## config.mk

```make
export PLATFORM = sky130hd
export DESIGN_NAME = cpseg_front
export DESIGN_NICKNAME = d
export VERILOG_FILES = /design/src/rtl/cpseg_pkg.sv /design/src/rtl/cpseg_front.sv
export SDC_FILE = /design/constraint.sdc
export NUM_CORES = 1
export LEC_CHECK = 0
export ABC_AREA = 1
export BUFFER_PORTS_ARGS = -buffer_cell sky130_fd_sc_hd__buf_2
export CORE_ASPECT_RATIO = 0.9
export CORE_MARGIN = 3
export CORE_UTILIZATION = 45
export CTS_CLUSTER_DIAMETER = 50
export DETAILED_ROUTE_END_ITERATION = 10
export PLACE_DENSITY = 0.7
export SLEW_MARGIN = 15
export SYNTH_ARGS = -nofsm -noshare
export SYNTH_HDL_FRONTEND = slang
export SYNTH_SLANG_ARGS = --single-unit
```

## constraint.sdc

```tcl
create_clock -name i_clk -period 4.8 [get_ports i_clk]
set_input_delay 0.24 -clock i_clk [delete_from_list [all_inputs] [get_ports i_clk]]
set_output_delay 0.24 -clock i_clk [all_outputs]
set_load 0.1 [all_outputs]
```

## src/rtl/cpseg_pkg.sv

```systemverilog
// ----------------------------------------------------------------------------
// cpseg_pkg
// Shared widths, beat types and mode codes of the closest-point-on-segment
// block.
// ----------------------------------------------------------------------------
package cpseg_pkg;

    localparam int CPS_W  = 16;             // coordinate width
    localparam int DW     = CPS_W + 1;      // delta width, exact
    localparam int PW     = 2 * DW;         // product / denominator width
    localparam int NW     = PW + 1;         // numerator width, signed
    localparam int QW     = DW;             // quotient width
    localparam int MW     = 3 * DW;         // dividend width
    localparam int QDEPTH = 2;              // front-to-back queue depth

    // Result selection
    localparam logic [1:0] MODE_NONE = 2'd0;   // zero-length segment
    localparam logic [1:0] MODE_A    = 2'd1;   // clamp to A
    localparam logic [1:0] MODE_B    = 2'd2;   // clamp to B
    localparam logic [1:0] MODE_MID  = 2'd3;   // interpolate

    typedef struct packed {
        logic signed [CPS_W-1:0] point_x;
        logic signed [CPS_W-1:0] point_y;
        logic signed [CPS_W-1:0] seg_a_x;
        logic signed [CPS_W-1:0] seg_a_y;
        logic signed [CPS_W-1:0] seg_b_x;
        logic signed [CPS_W-1:0] seg_b_y;
    } t_in;

    typedef struct packed {
        logic                    valid_res;
        logic signed [CPS_W-1:0] closest_x;
        logic signed [CPS_W-1:0] closest_y;
    } t_out;

    // Classified work item handed from front to back
    typedef struct packed {
        logic [1:0]              mode;
        logic signed [DW-1:0]    pa_x;
        logic signed [DW-1:0]    pa_y;
        logic signed [DW-1:0]    d_x;
        logic signed [DW-1:0]    d_y;
        logic signed [CPS_W-1:0] a_x;
        logic signed [CPS_W-1:0] a_y;
        logic signed [CPS_W-1:0] b_x;
        logic signed [CPS_W-1:0] b_y;
    } t_job;

    // Context carried alongside the arithmetic in the back pipeline
    typedef struct packed {
        logic [1:0]              mode;
        logic signed [CPS_W-1:0] a_x;
        logic signed [CPS_W-1:0] a_y;
        logic signed [CPS_W-1:0] b_x;
        logic signed [CPS_W-1:0] b_y;
        logic                    neg_x;
        logic                    neg_y;
        logic [DW-1:0]           mag_x;
        logic [DW-1:0]           mag_y;
    } t_ctx;

endpackage

```

## src/rtl/cpseg_front.sv

```systemverilog
// ----------------------------------------------------------------------------
// cpseg_front
// Input stage: takes a beat, forms the deltas and flags zero-length segments.
// ----------------------------------------------------------------------------
module cpseg_front (
    input  logic            i_clk,
    input  logic            i_rst_n,
    input  logic            i_valid,
    output logic            o_stall,
    input  cpseg_pkg::t_in  i_data,
    output logic            o_valid,
    input  logic            i_full,
    output cpseg_pkg::t_job o_job
);
    import cpseg_pkg::*;

    logic r_fv;
    t_job r_job;
    t_job n_job;
    logic advance;

    assign advance = !r_fv || !i_full;
    assign o_stall = !advance;
    assign o_valid = r_fv;
    assign o_job   = r_job;

    always_comb begin
        n_job.a_x  = i_data.seg_a_x;
        n_job.a_y  = i_data.seg_a_y;
        n_job.b_x  = i_data.seg_b_x;
        n_job.b_y  = i_data.seg_b_y;
        n_job.d_x  = DW'(i_data.seg_b_x) - DW'(i_data.seg_a_x);
        n_job.d_y  = DW'(i_data.seg_b_y) - DW'(i_data.seg_a_y);
        n_job.pa_x = DW'(i_data.point_x) - DW'(i_data.seg_a_x);
        n_job.pa_y = DW'(i_data.point_y) - DW'(i_data.seg_a_y);
        n_job.mode = (n_job.d_x == '0 && n_job.d_y == '0) ? MODE_NONE : MODE_MID;
    end

    always_ff @(posedge i_clk) begin
        if (!i_rst_n) begin
            r_fv <= 1'b0;
        end else if (advance) begin
            r_fv <= i_valid;
        end
        if (advance) begin
            r_job <= n_job;
        end
    end

endmodule

```

======== Word level (Yosys, flattened, before mapping) ========
Index checks and enable logic that the tools add are counted.
word-level totals
  flip-flop bits (word level) ............. 135
  bits in latches ......................... 0
  bits in writable memories ............... 0
  memory bits (read-only) ................. 0
  output and inout bits ................... 136
  logic and storage cells ................. 22
  memories kept ........................... 0
operators by class
  add/sub/neg operators ................... 4
  $mul .................................... 0
  divide/modulo/power cells ............... 0
  magnitude comparators ................... 0
  equal/unequal tests ..................... 0
  shifts and indexed selects .............. 0
  muxes and demuxes ....................... 1
  bitwise operators ....................... 0
  reductions and logical operators ........ 7
operators with widths
  kind                 count
  $sub A16 B16 Y17     4
  $logic_not A17 Y1    2
  $logic_not A1 Y1     3
  $mux W2              1
  $logic_and A1 B1 Y1  1
  $logic_or A1 B1 Y1   1

======== Longest topological paths before layout ========
  depth in word-level cells ............... 4
  depth in mapped cells ................... 17

======== Worst setup path after synthesis ========
OpenSTA, ideal clock, no wires.
  path kind ............................... reg-to-reg
  from .................................... reg r_fv (netlist: o_valid)
  to ...................................... reg r_fv (netlist: o_valid)
  setup time .............................. 123 ps
  arrival ................................. 5765 ps
  required time ........................... 4677 ps
  slack ................................... -1088 ps
  cell stages (with the launch flop) ...... 4
  period minus slack after synthesis ...... 5888 ps
  cells stage by stage .................... dfxtp_1 -> nand2_1 -> inv_1 -> o21a_1
on the way
  word-level cells in the longest chain between the ends .. 2
RTL lines
  element                   RTL line           source
  start: declaration        cpseg_front.sv:17  logic r_fv;
  start signal: assignment  cpseg_front.sv:43  r_fv <= i_valid;
  $logic_not A1 Y1          cpseg_front.sv:22  assign advance = !r_fv || !i_full;
  $logic_or A1 B1 Y1        cpseg_front.sv:22
Every way passes these cells.
A chain may end at the register's enable or synchronous reset.

==> impl_metrics.py <==
metrics = {
    "setup_path": {
        "path_max_fanout": 3,
        "cp_slowest_stage_delay_ns": 0.53,
        "cp.arrival_ns": 2.63,
        "worstSetupPathType": "in2reg",
        "startpoint_type": "input port",
        "cp_slowest_cell": "dlygate4sd3_1",
        "path_buf_inv": 4,
        "critPathRequiredTime_ns": 4.96,
        "cp_common_cell": "nand2_1",
        "crit_chain": "dlygate4sd3_1 -> buf_2 -> inv_1 -> ha_1 -> fa_1 -> inv_1 -> nand2_1 -> nand2_1 -> nand3_1 -> nand2_1 -> nand3b_1 -> nand2_1 -> nand2_1 -> nand2_1 -> nand2_1 -> nor3_2 -> nand3_1",
        "end_kind": "flop",
        "crit_family": "simple AND/OR/NAND/NOR gates",
    },
    "placed_design": {
        "portBuffers": 235,
        "routabilityCongestion": 0.854,
        "dpl.hpwl_um": 14700,
    },
    "cts": {
        "cts_sinks": 134,
        "clk_latency_ns": 0.41,
        "cts_root_buffer": "clkbuf_16",
        "clockBufferDepth": 2,
        "cts_tree": "done",
        "cts_buffers": 17,
        "clkTransAtPathRegs_ns": 0.06,
        "htreeDepth": 4,
    },
    "timing": {
        "fin_setup_tns_ns": 0,
        "layout_min_cycle_time_ns": 2.47,
        "finalHoldViolCount": 0,
        "finalClockSkew_ns": 0.00434,
        "rsz0062_at_grt": "false",
        "setup-violations-final": 0,
        "tightest_slew_ns": 1.10,
        "min_period_over_period": 0.514,
        "max-slew-margin-rel": 0.270,
        "drv_slew": 0,
        "fmax_mhz": 406,
    },
    "drt": {
        "drtAntennaViolNets": 0,
        "drt-total-wl_um": 18900,
        "via_per_inst": 4.95,
        "vias": 6413,
        "drtIter0Drc": 267,
        "wl_per_cell_um": 14.6,
        "drc": 0,
        "drtPass1Iterations": 5,
    },
    "floorplan": {
        "dieArea_um2": 18700,
        "core_um2": 16500,
        "pin_count": 236,
        "die-width_um": 144,
        "core.rowCount": 44,
        "fp.dieH_um": 130,
        "initial_utilization": 0.468,
    },
    "synth": {
        "synth_cell_types": 30,
        "synth_area_um2": 7710,
        "synth_top_cell_by_area": "edfxtp_1",
        "synth_fp_nets": 969,
        "syn_inst": 801,
        "ys_ff_latch": 134,
        "synth.top_cell.area_share": 0.518,
        "avgSynthCellArea_um2": 9.63,
        "ys_top_cells_by_area": "edfxtp_1, ha_1, nand2_1",
        "yosysWarnings": 0,
        "seq_area_frac_synth": 0.521,
    },
    "power_and_ir_drop": {
        "vdd_drop_max_mv": 0.284,
        "p_per_area_nw_per_um2": 460,
        "p_leak_nw": 5.03,
    },
    "cells_and_area": {
        "multi_input_area_um2": 3140,
        "layout-drive-gt1-share": 0.274,
        "finalNetCount": 1243,
        "diodes": 0,
        "final_core_util": 0.602,
        "seqCellArea_um2": 4010,
        "fill_cells": 1410,
        "syn_to_final_growth_pct": 28.6,
    },
    "grt": {
        "grt_pass1_wl_um": 29700,
        "grt_pass1_vias": 6316,
        "grtUsageTotal": 0.204,
        "grt_overflow": 0,
        "antenna_found_initial": 0,
        "grt_max_degree": 135,
    },
    "min_path": {
        "hold_class": "in2reg",
    },
    "run_status": {
        "outcome": "finished, final reports clean",
    },
    "flow_run": {
        "drv_cap": 0,
    },
}
-- cells in the mapped netlist --
library cell and count:
o21a_1 1, buf_4 1, o21ai_2 4, nor3b_1 2, nand3_2 4, a21oi_1 38
nand3b_1 13, inv_2 4, buf_6 1, inv_1 143, dfxtp_1 1, nand2_1 201
nor3_1 8, o21bai_1 3, nor2_1 36, edfxtp_1 133, o21ai_0 12, nor3_2 1
fa_1 4, nand2_2 16, a31oi_1 10, a21boi_0 1, xnor2_1 11, a21o_1 4
nand3_1 45, xor2_1 24, nand4_1 9, ha_1 64, a21oi_2 2, nor2_2 5
-- through the flow --
step | std cells | hold slack, ns | power, mW | setup slack [ns] | instance area (µm²)
after detailed placement | 1241 | 0.432 | 3.36 | 2.44 | 9140
final | 1295 | 0.0236 | 4.56 | 2.33 | 9910
after floorplan | 801 | 0.339 | 3.05 | 0.748 | 7710
after global placement | 1241 | 0.432 | 3.34 | 2.52 | 9140
after CTS | 1295 | 0.000201 | 4.61 | 2.36 | 9910
after global routing | 1295 | 0.000751 | 4.75 | 2.11 | 9910
-- metal layers --
| metal | wire length [µm] | share of wire | global-route usage | up-vias |
|---|---|---|---|---|
| met4 | 287 | 0.015 | 0.0620 | 0 |
| met3 | 1660 | 0.088 | 0.0751 | 24 |
| li1 | - | - | - | 3227 |
| met1 | 7690 | 0.41 | 0.232 | 2923 |
| met2 | 9240 | 0.49 | 0.359 | 239 |
| met5 | 0 | 0 | 0 | - |
-- final timing paths --
check	startpoint	to	slack, ns	cells after the start
min	i_data[60]	o_job[60]	0.02	1
min reg2reg	o_valid	o_job[118]	1.23	1
max reg2reg	o_valid	o_job[78]	3.17	1
max	i_data[0]	o_job[132]	2.33	17
-- sequential cells by signal (all words and copies together) (netlist names) --
signal   count
o_job      133
o_valid      1
-- timing repair --
| item | CTS | global route |
|---|---|---|
| hold buffers | 22 | 0 |
| endpoints found under the hold margin | 22 | 0 |
| resized for setup | 0 | 0 |
| setup buffers | 0 | 0 |
-- logic make-up (layout without fill, tap and decap cells) --
| logic type | Yosys count | after routing | share of synthesized area |
|---|---|---|---|
| XOR/XNOR | 35 | 35 | 0.0398 |
| buffers and inverters | 149 | 436 | 0.0740 |
| AND/OR/NAND/NOR | 340 | 340 | 0.195 |
| flip-flops | 134 | 134 | 0.521 |
| AO/OA/AOI/OAI | 75 | 75 | 0.0562 |
| adder cells (fa/ha/maj) | 68 | 68 | 0.114 |
-- where the power goes --
group          switching, mW  internal (mW)  leakage (nW)
Combinational           1.52          0.316          3.38
Sequential            0.0357           1.48          1.38
Clock                  0.464          0.755         0.269
Total                   2.02           2.55          5.03
-- area by class of cell --
cell class | count | share of cell area
well taps | 207 | 0.0261
repair buffers | 257 | 0.141
multi-input cells | 518 | 0.317
clock inverters | 11 | 0.0110
inverters | 147 | 0.0557
flip-flops and latches | 134 | 0.405
clock buffers | 21 | 0.0444
-- placed cells by master, fill, tap and decap left out, types with 5 or more instances in the layout --
master         synthesis  layout
a21oi_1               38      38
a31oi_1               10      10
buf_2                  0     235
clkbuf_16              0      17
clkinv_2               0       5
dlygate4sd3_1          0      22
edfxtp_1             133     133
ha_1                  64      64
inv_1                143     143
nand2_1              201     200
nand2_2               16      16
nand3_1               45      45
nand3b_1              13      13
nand4_1                9       9
nor2_1                36      36
nor2_2                 5       5
nor3_1                 8       8
o21ai_0               12      12
xnor2_1               11      11
xor2_1                24      24
Power figures use the tool's default switching activity.
