==> config.mk <==
export PLATFORM = sky130hd
export DESIGN_NAME = cpseg_queue
export DESIGN_NICKNAME = d
export VERILOG_FILES = /design/src/rtl/cpseg_pkg.sv /design/src/rtl/cpseg_queue.sv
export SDC_FILE = /design/constraint.sdc
export NUM_CORES = 1
export LEC_CHECK = 0
export BUFFER_PORTS_ARGS = -buffer_cell sky130_fd_sc_hd__clkbuf_2
export CAP_MARGIN = 15
export CORE_UTILIZATION = 25
export DETAILED_ROUTE_END_ITERATION = 6
export SKIP_CTS_REPAIR_TIMING = 1
export SYNTH_ARGS = -nofsm -noshare
export SYNTH_HDL_FRONTEND = slang
export SYNTH_SLANG_ARGS = --single-unit
==> constraint.sdc <==
create_clock -name i_clk -period 20.2 [get_ports i_clk]
set_clock_uncertainty 0.05 [all_clocks]
set_input_delay 3.03 -clock i_clk [delete_from_list [all_inputs] [get_ports i_clk]]
set_output_delay 3.03 -clock i_clk [all_outputs]
set_load 0.01 [all_outputs]
==> src/rtl/cpseg_pkg.sv <==
// ----------------------------------------------------------------------------
// cpseg_pkg
// Shared widths, beat types and mode codes of the closest-point-on-segment
// block.
// ----------------------------------------------------------------------------
package cpseg_pkg;

    localparam int CPS_W  = 16;             // coordinate width
    localparam int DW     = CPS_W + 1;      // delta width, exact
    localparam int PW     = 2 * DW;         // product / denominator width
    localparam int NW     = PW + 1;         // numerator width, signed
    localparam int QW     = DW;             // quotient width
    localparam int MW     = 3 * DW;         // dividend width
    localparam int QDEPTH = 2;              // front-to-back queue depth

    // Result selection
    localparam logic [1:0] MODE_NONE = 2'd0;   // zero-length segment
    localparam logic [1:0] MODE_A    = 2'd1;   // clamp to A
    localparam logic [1:0] MODE_B    = 2'd2;   // clamp to B
    localparam logic [1:0] MODE_MID  = 2'd3;   // interpolate

    typedef struct packed {
        logic signed [CPS_W-1:0] point_x;
        logic signed [CPS_W-1:0] point_y;
        logic signed [CPS_W-1:0] seg_a_x;
        logic signed [CPS_W-1:0] seg_a_y;
        logic signed [CPS_W-1:0] seg_b_x;
        logic signed [CPS_W-1:0] seg_b_y;
    } t_in;

    typedef struct packed {
        logic                    valid_res;
        logic signed [CPS_W-1:0] closest_x;
        logic signed [CPS_W-1:0] closest_y;
    } t_out;

    // Classified work item handed from front to back
    typedef struct packed {
        logic [1:0]              mode;
        logic signed [DW-1:0]    pa_x;
        logic signed [DW-1:0]    pa_y;
        logic signed [DW-1:0]    d_x;
        logic signed [DW-1:0]    d_y;
        logic signed [CPS_W-1:0] a_x;
        logic signed [CPS_W-1:0] a_y;
        logic signed [CPS_W-1:0] b_x;
        logic signed [CPS_W-1:0] b_y;
    } t_job;

    // Context carried alongside the arithmetic in the back pipeline
    typedef struct packed {
        logic [1:0]              mode;
        logic signed [CPS_W-1:0] a_x;
        logic signed [CPS_W-1:0] a_y;
        logic signed [CPS_W-1:0] b_x;
        logic signed [CPS_W-1:0] b_y;
        logic                    neg_x;
        logic                    neg_y;
        logic [DW-1:0]           mag_x;
        logic [DW-1:0]           mag_y;
    } t_ctx;

endpackage

==> src/rtl/cpseg_queue.sv <==
// ----------------------------------------------------------------------------
// cpseg_queue
// Short FIFO between front and back so each side can stall on its own.
// ----------------------------------------------------------------------------
module cpseg_queue (
    input  logic            i_clk,
    input  logic            i_rst_n,
    input  logic            i_push,
    input  cpseg_pkg::t_job i_job,
    output logic            o_full,
    input  logic            i_pop,
    output logic            o_valid,
    output cpseg_pkg::t_job o_job
);
    import cpseg_pkg::*;

    localparam int PTRW = (QDEPTH > 1) ? $clog2(QDEPTH) : 1;
    localparam int CNTW = $clog2(QDEPTH + 1);

    t_job            r_mem [QDEPTH];
    logic [PTRW-1:0] r_wp;
    logic [PTRW-1:0] r_rp;
    logic [CNTW-1:0] r_cnt;
    logic            push;
    logic            pop;

    assign o_full  = (r_cnt == CNTW'(QDEPTH));
    assign o_valid = (r_cnt != '0);
    assign o_job   = r_mem[r_rp];
    assign push    = i_push && !o_full;
    assign pop     = i_pop && o_valid;

    always_ff @(posedge i_clk) begin
        if (!i_rst_n) begin
            r_wp  <= '0;
            r_rp  <= '0;
            r_cnt <= '0;
        end else begin
            if (push) begin
                r_wp <= (r_wp == PTRW'(QDEPTH - 1)) ? '0 : r_wp + 1'b1;
            end
            if (pop) begin
                r_rp <= (r_rp == PTRW'(QDEPTH - 1)) ? '0 : r_rp + 1'b1;
            end
            if (push && !pop) begin
                r_cnt <= r_cnt + 1'b1;
            end else if (pop && !push) begin
                r_cnt <= r_cnt - 1'b1;
            end
        end
        if (push) begin
            r_mem[r_wp] <= i_job;
        end
    end

endmodule

== Yosys cells after proc, flatten, opt, wreduce, memory -nomap -nowiden ==
Memories as Yosys holds them, arrays and structs flattened. A register that Yosys moved wholly into a read port is not among the register bits.
Cells that the tools add are included.
Storage, ports and cells
  flip-flop bits (word level): 4
  bits in writable memories: 268
  input bits: 138
  output and inout port bits: 136
  word-level logic and storage cells: 26
  memories: 1
Memory list
  r_mem: depth 2, width 134, rd ports 1, clocked after memory_dff 1, write ports 1, RTL line cpseg_queue.sv:20  | t_job r_mem [QDEPTH];
Cells by class
  add/subtract/negate cells: 4
  equality and inequality tests: 1
  muxes and demuxes: 8
  reduce and logical (&&, ||, !) cells: 9
Operators with widths (number)
  1-bit two-way mux: 6
  1-bit logical AND: 4
  2-bit two-way mux: 2
  2-bit nonzero test: 2
  1-bit zero test: 3
  1-bit adder, second input constant: 2
  2-bit by 1-bit adder with 2-bit output, second input constant: 1
  2-bit equality test, second input constant: 1
  2-bit by 1-bit subtractor with 2-bit output, second input constant: 1

== Longest topological paths before layout ==
Gate-level depths: netlist (run 1).
  depth after elaboration: 7
  depth in mapped cells: 7
  gate-level depth less buffers: 7

== Least setup slack after synthesis (run 1) ==
Ideal clock, no wire load.
  kind: input -> register
  start point: input port i_push
  end point: memory r_mem[0][0] in the netlist's numbering (enable)
  library setup time: 0.605 ns
  arrival: 8.271 ns
  data required time: 19.545 ns
  slack: 11.274 ns
  stages: 2
  buffers on the path: 0
  path through: inv_1 nor3_2
On the way
  longest elaborated chain between the ends: 3
Ends and longest elaborated chain
  start: declaration: RTL line cpseg_queue.sv:8  | input logic i_push,
  1-bit logical AND: RTL line cpseg_queue.sv:30  | assign push = i_push && !o_full;
  1-bit two-way mux: RTL line cpseg_queue.sv:51  | if (push) begin
  1-bit two-way mux (implied by the code): RTL line cpseg_queue.sv:52  | r_mem[r_wp] <= i_job;
  end: declaration: RTL line cpseg_queue.sv:20
No other way between the ends.

==> results of run 1 <==
[synthesized netlist by cell type]
cell        n
nor3_2      1
or3_1       1
ha_1        1
nand2b_1    1
o21ai_0     1
xor2_1      1
buf_2       7
mux2_4     60
inv_1       2
a21boi_0    1
edfxtp_1  268
nor2_1      1
xnor2_1     2
a21boi_1    1
o21a_1      1
buf_6       8
o21ai_1     1
mux2_2     74
or2_2       1
dfxtp_1     5
and2_1      3
and3_1      1
[worst max-delay path, cell delays in order, from the launching register on]
cell and delay, ns:
dfxtp_4 0.66, buf_4 0.76, mux2_2 0.45, clkbuf_2 0.14
[final timing paths]
check            from       endpoint  slack (ns)  cells past startpoint
min reg2reg  r_cnt[1]       r_cnt[1]        0.47                      2
min          r_cnt[1]       r_cnt[1]        0.47                      2
max          register      o_job[15]       14.48                      3
max reg2reg  r_cnt[0]  r_mem[1][107]       17.36                      3
[flip-flops by register name, summed over array words and instances, names as in the netlist, named ones only]
name / cells
r_cnt: 2
r_wp: 1
r_rp: 1
r_mem: 268
[layer usage]
metal / vias to the layer above / share of wire / wire, um
li1: 2364 / - / -
met1: 2518 / 0.41 / 8275
met2: 203 / 0.47 / 9450
met3: 43 / 0.097 / 1972
met4: 2 / 0.026 / 534
met5: - / 0.00064 / 13
[power groups by stage]
stage / registers [W] / logic, W / clock network (W)
5_1_grt: 0.000748 / 0.000434 / 0.000633
4_1_cts: 0.000742 / 0.000413 / 0.000612
2_1_floorplan: 0.000749 / 0.000274 / 0
6_report: 0.000740 / 0.000401 / 0.000589
3_5_place_dp: 0.000754 / 0.000412 / 0
3_3_place_gp: 0.000750 / 0.000409 / 0
[per-stage QoR]
| stage | power, W | worst slack, ns | hold slack, ns | instances | instance area (um2) |
|---|---|---|---|---|---|
| after CTS | 0.001767 | 14.34 | 0.4778 | 1288 | 13200 |
| after global placement | 0.001159 | 14.56 | 0.4475 | 1230 | 12090 |
| after detailed placement | 0.001165 | 14.71 | 0.4654 | 1231 | 12110 |
| final | 0.001730 | 14.48 | 0.4727 | 1288 | 13200 |
| after floorplan | 0.001023 | 11.27 | 0.4285 | 442 | 10140 |
| after global routing | 0.001815 | 14.30 | 0.5026 | 1288 | 13200 |
[cells by family after synthesis]
| logic type | share of synthesized area |
|---|---|
| adders and majority gates | 0.001233 |
| AOI/OAI and AO/OA | 0.003207 |
| xor gates and xnor gates | 0.002591 |
| and+or+nand+nor | 0.005676 |
| DFF | 0.8033 |
| muxes | 0.1710 |
| buffers and inverters | 0.01308 |
[area by class of cell]
cell class                      instances  area, um2  share of cell area
Clock inverter                         15      241.5             0.01830
Sequential cell                       273       8152              0.6177
Tap cell                              525      656.9             0.04977
Timing Repair Buffer                  279       1419              0.1075
Multi-Input combinational cell        152       1874              0.1420
Clock buffer                           42      847.1             0.06418
Inverter                                2      7.507           0.0005688
==> impl_metrics.tcl, run 1 <==
set metrics [dict create \
    design.die.area_mm2 0.04138 \
    grt_busiest_layer "met2" \
    p_sw_w 0.0004531 \
    required_ns 17.12 \
    num-fill-cells 3873 \
    gr-usage-all-layers 0.09448 \
    diodes 0 \
    end_kind "output pin" \
    clock_path_buffers 3 \
    routed_wl_um 20250 \
    use_met2 0.1511 \
    grt_pass1_vias 5341 \
    syn_area_mm2 0.01014 \
    fin_setup_tns_ns 0 \
    worstPathArrival_ns 2.64 \
    seq_area_frac_synth 0.8033 \
    io_buffer_count 273 \
    start_kind "register" \
    die_h_um 203.4 \
    cp_max_fo 47 \
    drt-vias-per-instance 3.983 \
    cts_tree "yes" \
    finalNetCount 878 \
    first_pass_iters 4 \
    p_leak_nw 5.005 \
    hold_path_class "register to register" \
    use_met1 0.1165 \
    yosysTopAreaCell "edfxtp_1" \
    internal_power_w 0.001277 \
    crit_type "register to output pin" \
    synth_area_leaders "edfxtp_1 79%, mux2_4 8.9%, mux2_2 8.2%" \
    synth.distinct_cells 22 \
    worst_pin_slew_ns 1.074 \
    layout-drive-gt1-share 0.6094 \
    combinationalPowerShare 0.232 \
    maxCapViolCount 0 \
    ys_seq_elements 273 \
    power_density_mw_per_mm2 131.1 \
    dieWidth_um 203.4 \
    start_util 0.2541 \
    gr-usage-met3 0.03324 \
    clkSlewWorstSetupHoldPaths_ns 0.06 \
    layout_commonest_cell "clkbuf_2" \
    pin_count 274 \
    setup_violations 0 \
    sw_frac_of_total 0.2619 \
    period_share 0.2831 \
    rows 73 \
    core-area_mm2 0.03991 \
    utilization 0.3306 \
    layout.cells.most_common_list "273 x clkbuf_2, 268 x edfxtp_1, 74 x mux2_2" \
    antenna_found_initial 1 \
    clkPwrFrac 0.340 \
    p_seq_frac 0.428 \
    cts_buffers 31 \
    hold_viol 0 \
    post-dp-hpwl_um 13210 \
    vias 5130 \
    slew_headroom 0.2838 \
    status "finished, final reports clean" \
    final_antenna_net_count 0 \
    areaGrowthSynthToFinish_pct 30.11 \
    synth_warnings 0 \
    slew_violations 0 \
    period_minus_slack_ns 5.719 \
    root_buffer "clkbuf_16" \
    cts.sinks 273 \
    synth_nets 581 \
    grt_first_pass_wirelength_um 29890 \
    grt_max_degree 73 \
    synth_top_area_share 0.7934 \
    rsz0062_at_grt "false" \
    place.gp.congestion 0.6851 \
    postSynthAreaPerCell_um2 22.95 \
    timing.fmax_mhz 174.9 \
    cts_max_level 1 \
    drt_iter0_drc 213 \
    gr-total-overflow 0 \
    ir_worst_vdd_mv 0.07074 \
    clk_latency_ns 0.55 \
    avgRoutedWirePerCell_um 15.72 \
    syn_inst 442 \
    drc 0 \
]
(Power assumes the default switching activity.)
==> run 2: changes to the inputs <==
==> constraint.sdc (replaced) <==
create_clock -name i_clk -period 5.3 [get_ports i_clk]
set_clock_uncertainty 0.05 [all_clocks]
set_input_delay 0.795 -clock i_clk [delete_from_list [all_inputs] [get_ports i_clk]]
set_output_delay 0.795 -clock i_clk [all_outputs]
set_load 0.01 [all_outputs]
==> impl_metrics.tcl, run 2 (synthesis results as in run 1) <==
set metrics [dict create \
    ir_worst_vdd_mv 0.2633 \
    use_met1 0.1155 \
    hold_viol 0 \
    gr-usage-met3 0.04219 \
    grt_pass1_vias 5325 \
    grt_first_pass_wirelength_um 30240 \
    die_h_um 203.4 \
    avgRoutedWirePerCell_um 16.14 \
    end_kind "output pin" \
    reg2reg_slack_ns 2.99 \
    first_pass_iters 4 \
    gr-usage-all-layers 0.09538 \
    use_met2 0.1518 \
    maxCapViolCount 0 \
    cts_buffers 30 \
    r2r_start "r_cnt[0]" \
    final_antenna_net_count 0 \
    clock_path_buffers 3 \
    regMostFlops "r_mem" \
    grt_busiest_layer "met2" \
    crit_type "register to output pin" \
    place.gp.congestion 0.6949 \
    finalNetCount 874 \
    cts.sinks 273 \
    slew_violations 0 \
    core-area_mm2 0.03991 \
    multiInputGateArea_mm2 0.001874 \
    gr-total-overflow 0 \
    timing.fmax_mhz 284.7 \
    cp_max_fo 68 \
    drt_iter0_drc 157 \
    fin_setup_tns_ns 0 \
    largest_reg_flops 268 \
    clk_latency_ns 0.56 \
    ff_latch_area_mm2 0.008152 \
    period_minus_slack_ns 3.512 \
    areaGrowthSynthToFinish_pct 28.00 \
    layout-drive-gt1-share 0.5992 \
    r2r_end "r_mem[1][82]" \
    ff2ff_path_depth 3 \
    rsz0062_at_grt "false" \
    layout_commonest_cell "clkbuf_2" \
    grt_max_degree 135 \
    layout.cells.most_common_list "273 x clkbuf_2, 268 x edfxtp_1, 74 x mux2_2" \
    antenna_found_initial 1 \
    dpl_cell_area_mm2 0.01212 \
    worst_pin_slew_ns 1.029 \
    design.die.area_mm2 0.04138 \
    required_ns 4.45 \
    post-dp-hpwl_um 13220 \
    cts_tree "yes" \
    start_util 0.2541 \
    rows 73 \
    vias 5094 \
    routed_wl_um 20680 \
    diodes 0 \
    endpoint "o_job[20]" \
    largestRegisters "r_mem x268, r_cnt x2" \
    period_share 0.6626 \
    cts_max_level 1 \
    drc 0 \
    final_cell_area_mm2 0.01298 \
    num-fill-cells 3873 \
    status "finished, final reports clean" \
    drt-vias-per-instance 3.977 \
    dieWidth_um 203.4 \
    root_buffer "clkbuf_16" \
    io_buffer_count 273 \
    power_density_mw_per_mm2 477.3 \
    slew_headroom 0.3140 \
    clkSlewWorstSetupHoldPaths_ns 0.06 \
    p_leak_nw 4.884 \
    pin_count 274 \
    hold_path_class "input port to register" \
    start_kind "register" \
    worstPathArrival_ns 2.67 \
    setup_violations 0 \
]
[run 2: cell types whose count changed in the layout (fill, tap and decap cells not counted), moves of 3 or more]
cell,before,now
bufinv_16,6,0
clkinv_1,1,7
buf_4,5,0
buf_12,0,3
clkbuf_8,3,0
[run 2: layout make-up]
type | count | area share
clock buffers | 37 | 0.05984
clock inverters | 16 | 0.006938
inverters | 2 | 0.0005782
multi-input cells | 152 | 0.1444
flip-flops and latches | 273 | 0.6278
well taps | 525 | 0.05059
repair buffers | 276 | 0.1099
[run 2: report_power, final]
group          internal, W  switching [W]  total (W)
clock              0.00103       0.000818    0.00185
sequential         0.00272       0.000147    0.00287
combinational     0.000741       0.000741    0.00148
total              0.00449        0.00171    0.00620
[run 2: per-stage QoR]
step	power, W	instances	hold WS, ns	setup slack (ns)	util
final	0.006197	1281	0.3673	1.788	0.3253
after floorplan	0.003886	442	0.4285	0.7332	-
after global routing	0.006507	1281	0.3251	1.592	0.3253
after global placement	0.004411	1228	0.4421	2.309	0.3036
after detailed placement	0.004434	1228	0.4759	2.298	0.3036
after CTS	0.006338	1281	0.3130	1.659	0.3253
[run 2: worst max-delay path: stages (launching register included)]
cell and delay (ns):
dfxtp_4 1.00, buf_12 0.47, mux2_2 0.40, clkbuf_2 0.13
[run 2: how the worst min path moves through the flow]
stage	to	startpoint	cells after the start	slack, ns
floorplan	r_cnt[1]	r_cnt[1]	2	0.43
global placement	r_cnt[1]	r_cnt[1]	2	0.44
detailed placement	r_cnt[1]	r_cnt[1]	2	0.48
CTS	r_mem[0][30]	i_job[30]	1	0.31
global route	r_mem[1][50]	i_job[50]	1	0.33
finish	r_mem[0][30]	i_job[30]	1	0.37
[run 2: per-layer routing]
layer,vias to the layer above,routed length [um]
li1,2346,-
met1,2497,8500
met2,208,9492
met3,41,2095
met4,2,572
met5,-,17
==> run 3: changes to the inputs <==
--- a/config.mk
+++ b/config.mk
@@ -5,6 +5,7 @@
 export SDC_FILE = /design/constraint.sdc
 export NUM_CORES = 1
 export LEC_CHECK = 0
+export ABC_AREA = 1
 export BUFFER_PORTS_ARGS = -buffer_cell sky130_fd_sc_hd__clkbuf_2
 export CAP_MARGIN = 15
 export CORE_UTILIZATION = 25
==> constraint.sdc (replaced) <==
create_clock -name i_clk -period 3.25 [get_ports i_clk]
set_clock_uncertainty 0.05 [all_clocks]
set_input_delay 0.4875 -clock i_clk [delete_from_list [all_inputs] [get_ports i_clk]]
set_output_delay 0.4875 -clock i_clk [all_outputs]
set_load 0.01 [all_outputs]
==> impl_metrics.tcl, run 3 <==
set metrics [dict create \
    first_pass_iters 4 \
    crit_type "register to output pin" \
    synth_ff_type "edfxtp_1" \
    syn_area_mm2 0.01015 \
    hold_path_class "input port to register" \
    routed_wl_um 20880 \
    antenna_found_initial 1 \
    grt_pass1_vias 5368 \
    synth_top_area_share 0.7930 \
    drc 0 \
    hold_viol 0 \
    p_leak_nw 5.041 \
    holdPathStages 1 \
    slowest_delay_ns 0.62 \
    ff_latch_area_mm2 0.008152 \
    post-dp-hpwl_um 13770 \
    io_buffer_count 273 \
    clkSlewWorstSetupHoldPaths_ns 0.06 \
    start_kind "register" \
    yosysTopAreaCell "edfxtp_1" \
    cp_cell_sequence "buf_4, mux2_2, clkbuf_2" \
    grt_first_pass_wirelength_um 30840 \
    worstPathArrival_ns 2.15 \
    areaGrowthSynthToFinish_pct 30.38 \
    power_density_mw_per_mm2 783.8 \
    cp_max_fo 28 \
    die_h_um 203.5 \
    dpl_cell_area_mm2 0.01220 \
    cts.sinks 273 \
    slew_violations 0 \
    period_minus_slack_ns 2.692 \
    drt-vias-per-instance 3.959 \
    end_kind "output pin" \
    final_cell_area_mm2 0.01323 \
    gr-total-overflow 0 \
    synth_area_leaders "edfxtp_1 79%, mux2_4 8.9%, mux2_2 8.2%" \
    seq_area_frac_synth 0.8029 \
    yosys.cell_count.top_type "edfxtp_1" \
    synth_warnings 0 \
    cts_max_level 1 \
    rsz0062_at_grt "false" \
    rows 73 \
    worst_pin_slew_ns 0.8035 \
    crit_slowest_cell "dfxtp_4" \
    place.gp.congestion 0.6776 \
    async_flop_share 0 \
    synth.distinct_cells 15 \
    layout_commonest_cell "clkbuf_2" \
    core-area_mm2 0.03991 \
    pin_count 274 \
    design.die.area_mm2 0.04140 \
    finalNetCount 893 \
    worst-path-buf-inv 2 \
    setup_violations 0 \
    hp-start "i_job[39]" \
    timing.fmax_mhz 371.5 \
    utilization 0.3315 \
    dp_cells 1247 \
    avgRoutedWirePerCell_um 16.03 \
    drt_iter0_drc 188 \
    layout.cells.most_common_list "273 x clkbuf_2, 268 x edfxtp_1, 74 x mux2_2" \
    ys_seq_elements 273 \
    synth_edf_count 268 \
    synth_nets 593 \
    cts_buffers 30 \
    reg2reg_slack_ns 1.23 \
    ir_worst_vdd_mv 0.4441 \
    clk_latency_ns 0.56 \
    maxCapViolCount 0 \
    start_util 0.2543 \
    r2r_start "r_cnt[1]" \
    multiInputGateArea_mm2 0.001861 \
    final_antenna_net_count 0 \
    synth_common_cells "268 x edfxtp_1, 74 x mux2_2, 60 x mux2_4" \
    grt_max_degree 81 \
    root_buffer "clkbuf_16" \
    largestRegisters "r_mem x268, r_cnt x2" \
    largest_reg_flops 268 \
    syn_inst 454 \
    r2r_end "r_cnt[1]" \
    num-fill-cells 3882 \
    status "finished, final reports clean" \
    layout-drive-gt1-share 0.6015 \
    cts_tree "yes" \
    diodes 0 \
    vias 5159 \
    gr-usage-all-layers 0.09729 \
    fin_setup_tns_ns 0 \
    required_ns 2.71 \
    path_delay_family "flip-flops" \
    slew_headroom 0.4587 \
    clock_path_buffers 3 \
    dieWidth_um 203.5 \
    hold_end "r_mem[1][39]" \
    ff2ff_path_depth 8 \
    postSynthAreaPerCell_um2 22.35 \
    regMostFlops "r_mem" \
    stdcell_count 1303 \
    period_share 0.8282 \
]
==> run 3: changes by cell type in the layout (fill, tap and decap cells not counted), sizes merged, moves of 2 or more <==
cell,delta
clkbuf,-2
nor2,+8
inv,+6
bufinv,+5
and2,-3
buf,+7
xnor2,-2
a21boi,-2
nand2,+7
==> run 3: per-layer routing <==
layer  vias up  track usage  wire length, um
met4         2      0.03679              575
met1      2530       0.1198             8737
met5         -            0               15
met2       192       0.1531             9622
met3        42      0.03835             1933
li1       2393            -                -
==> run 3: kinds of logic after synthesis <==
kind of cell,synth area share
simple gates,0.007028
flops,0.8029
compound gates,0.002712
buf+inv,0.01529
fa+ha+maj,0.001233
mux,0.1709
==> run 3: layout make-up <==
type,instances,share of cell area
clock buffer,35,0.05976
multi-input combinational,158,0.1406
clock inverter,21,0.01797
inverter,8,0.002270
timing repair buffer,283,0.1137
sequential,273,0.6161
tap,525,0.04965
==> run 3: worst max-delay path by stage <==
stage | start | end | slack, ns | depth (start not counted)
6_report | register | o_job[19] | 0.56 | 3
3_5_place_dp | register | o_job[19] | 1.08 | 3
2_1_floorplan | i_push | r_mem[0][0] | -1.42 | 2
3_3_place_gp | register | o_job[15] | 1.09 | 3
4_1_cts | register | o_job[19] | 0.46 | 3
5_1_grt | register | o_job[0] | 0.39 | 3
==> run 3: through the flow <==
step | power (W) | worst slack [ns] | hold WS (ns)
2_1_floorplan | 0.006150 | -1.415 | 0.4169
3_3_place_gp | 0.006984 | 1.093 | 0.4303
3_5_place_dp | 0.007019 | 1.078 | 0.4461
4_1_cts | 0.01058 | 0.4607 | 0.01535
5_1_grt | 0.01088 | 0.3867 | 0.02924
6_report | 0.01037 | 0.5585 | 0.06339
==> run 3: worst reg2reg max path: stages (launching register included) <==
cell and delay [ns]:
dfxtp_1 0.35, inv_1 0.08, o21ai_0 0.64, inv_1 0.14, ha_1 0.34, inv_1 0.09
nand4_1 0.11, nand2_1 0.08, nor2_1 0.04
==> run 3: report_power, final <==
group | internal, W | switching, W
logic | 0.00108 | 0.00120
registers | 0.00445 | 0.000157
clock network | 0.00213 | 0.00136
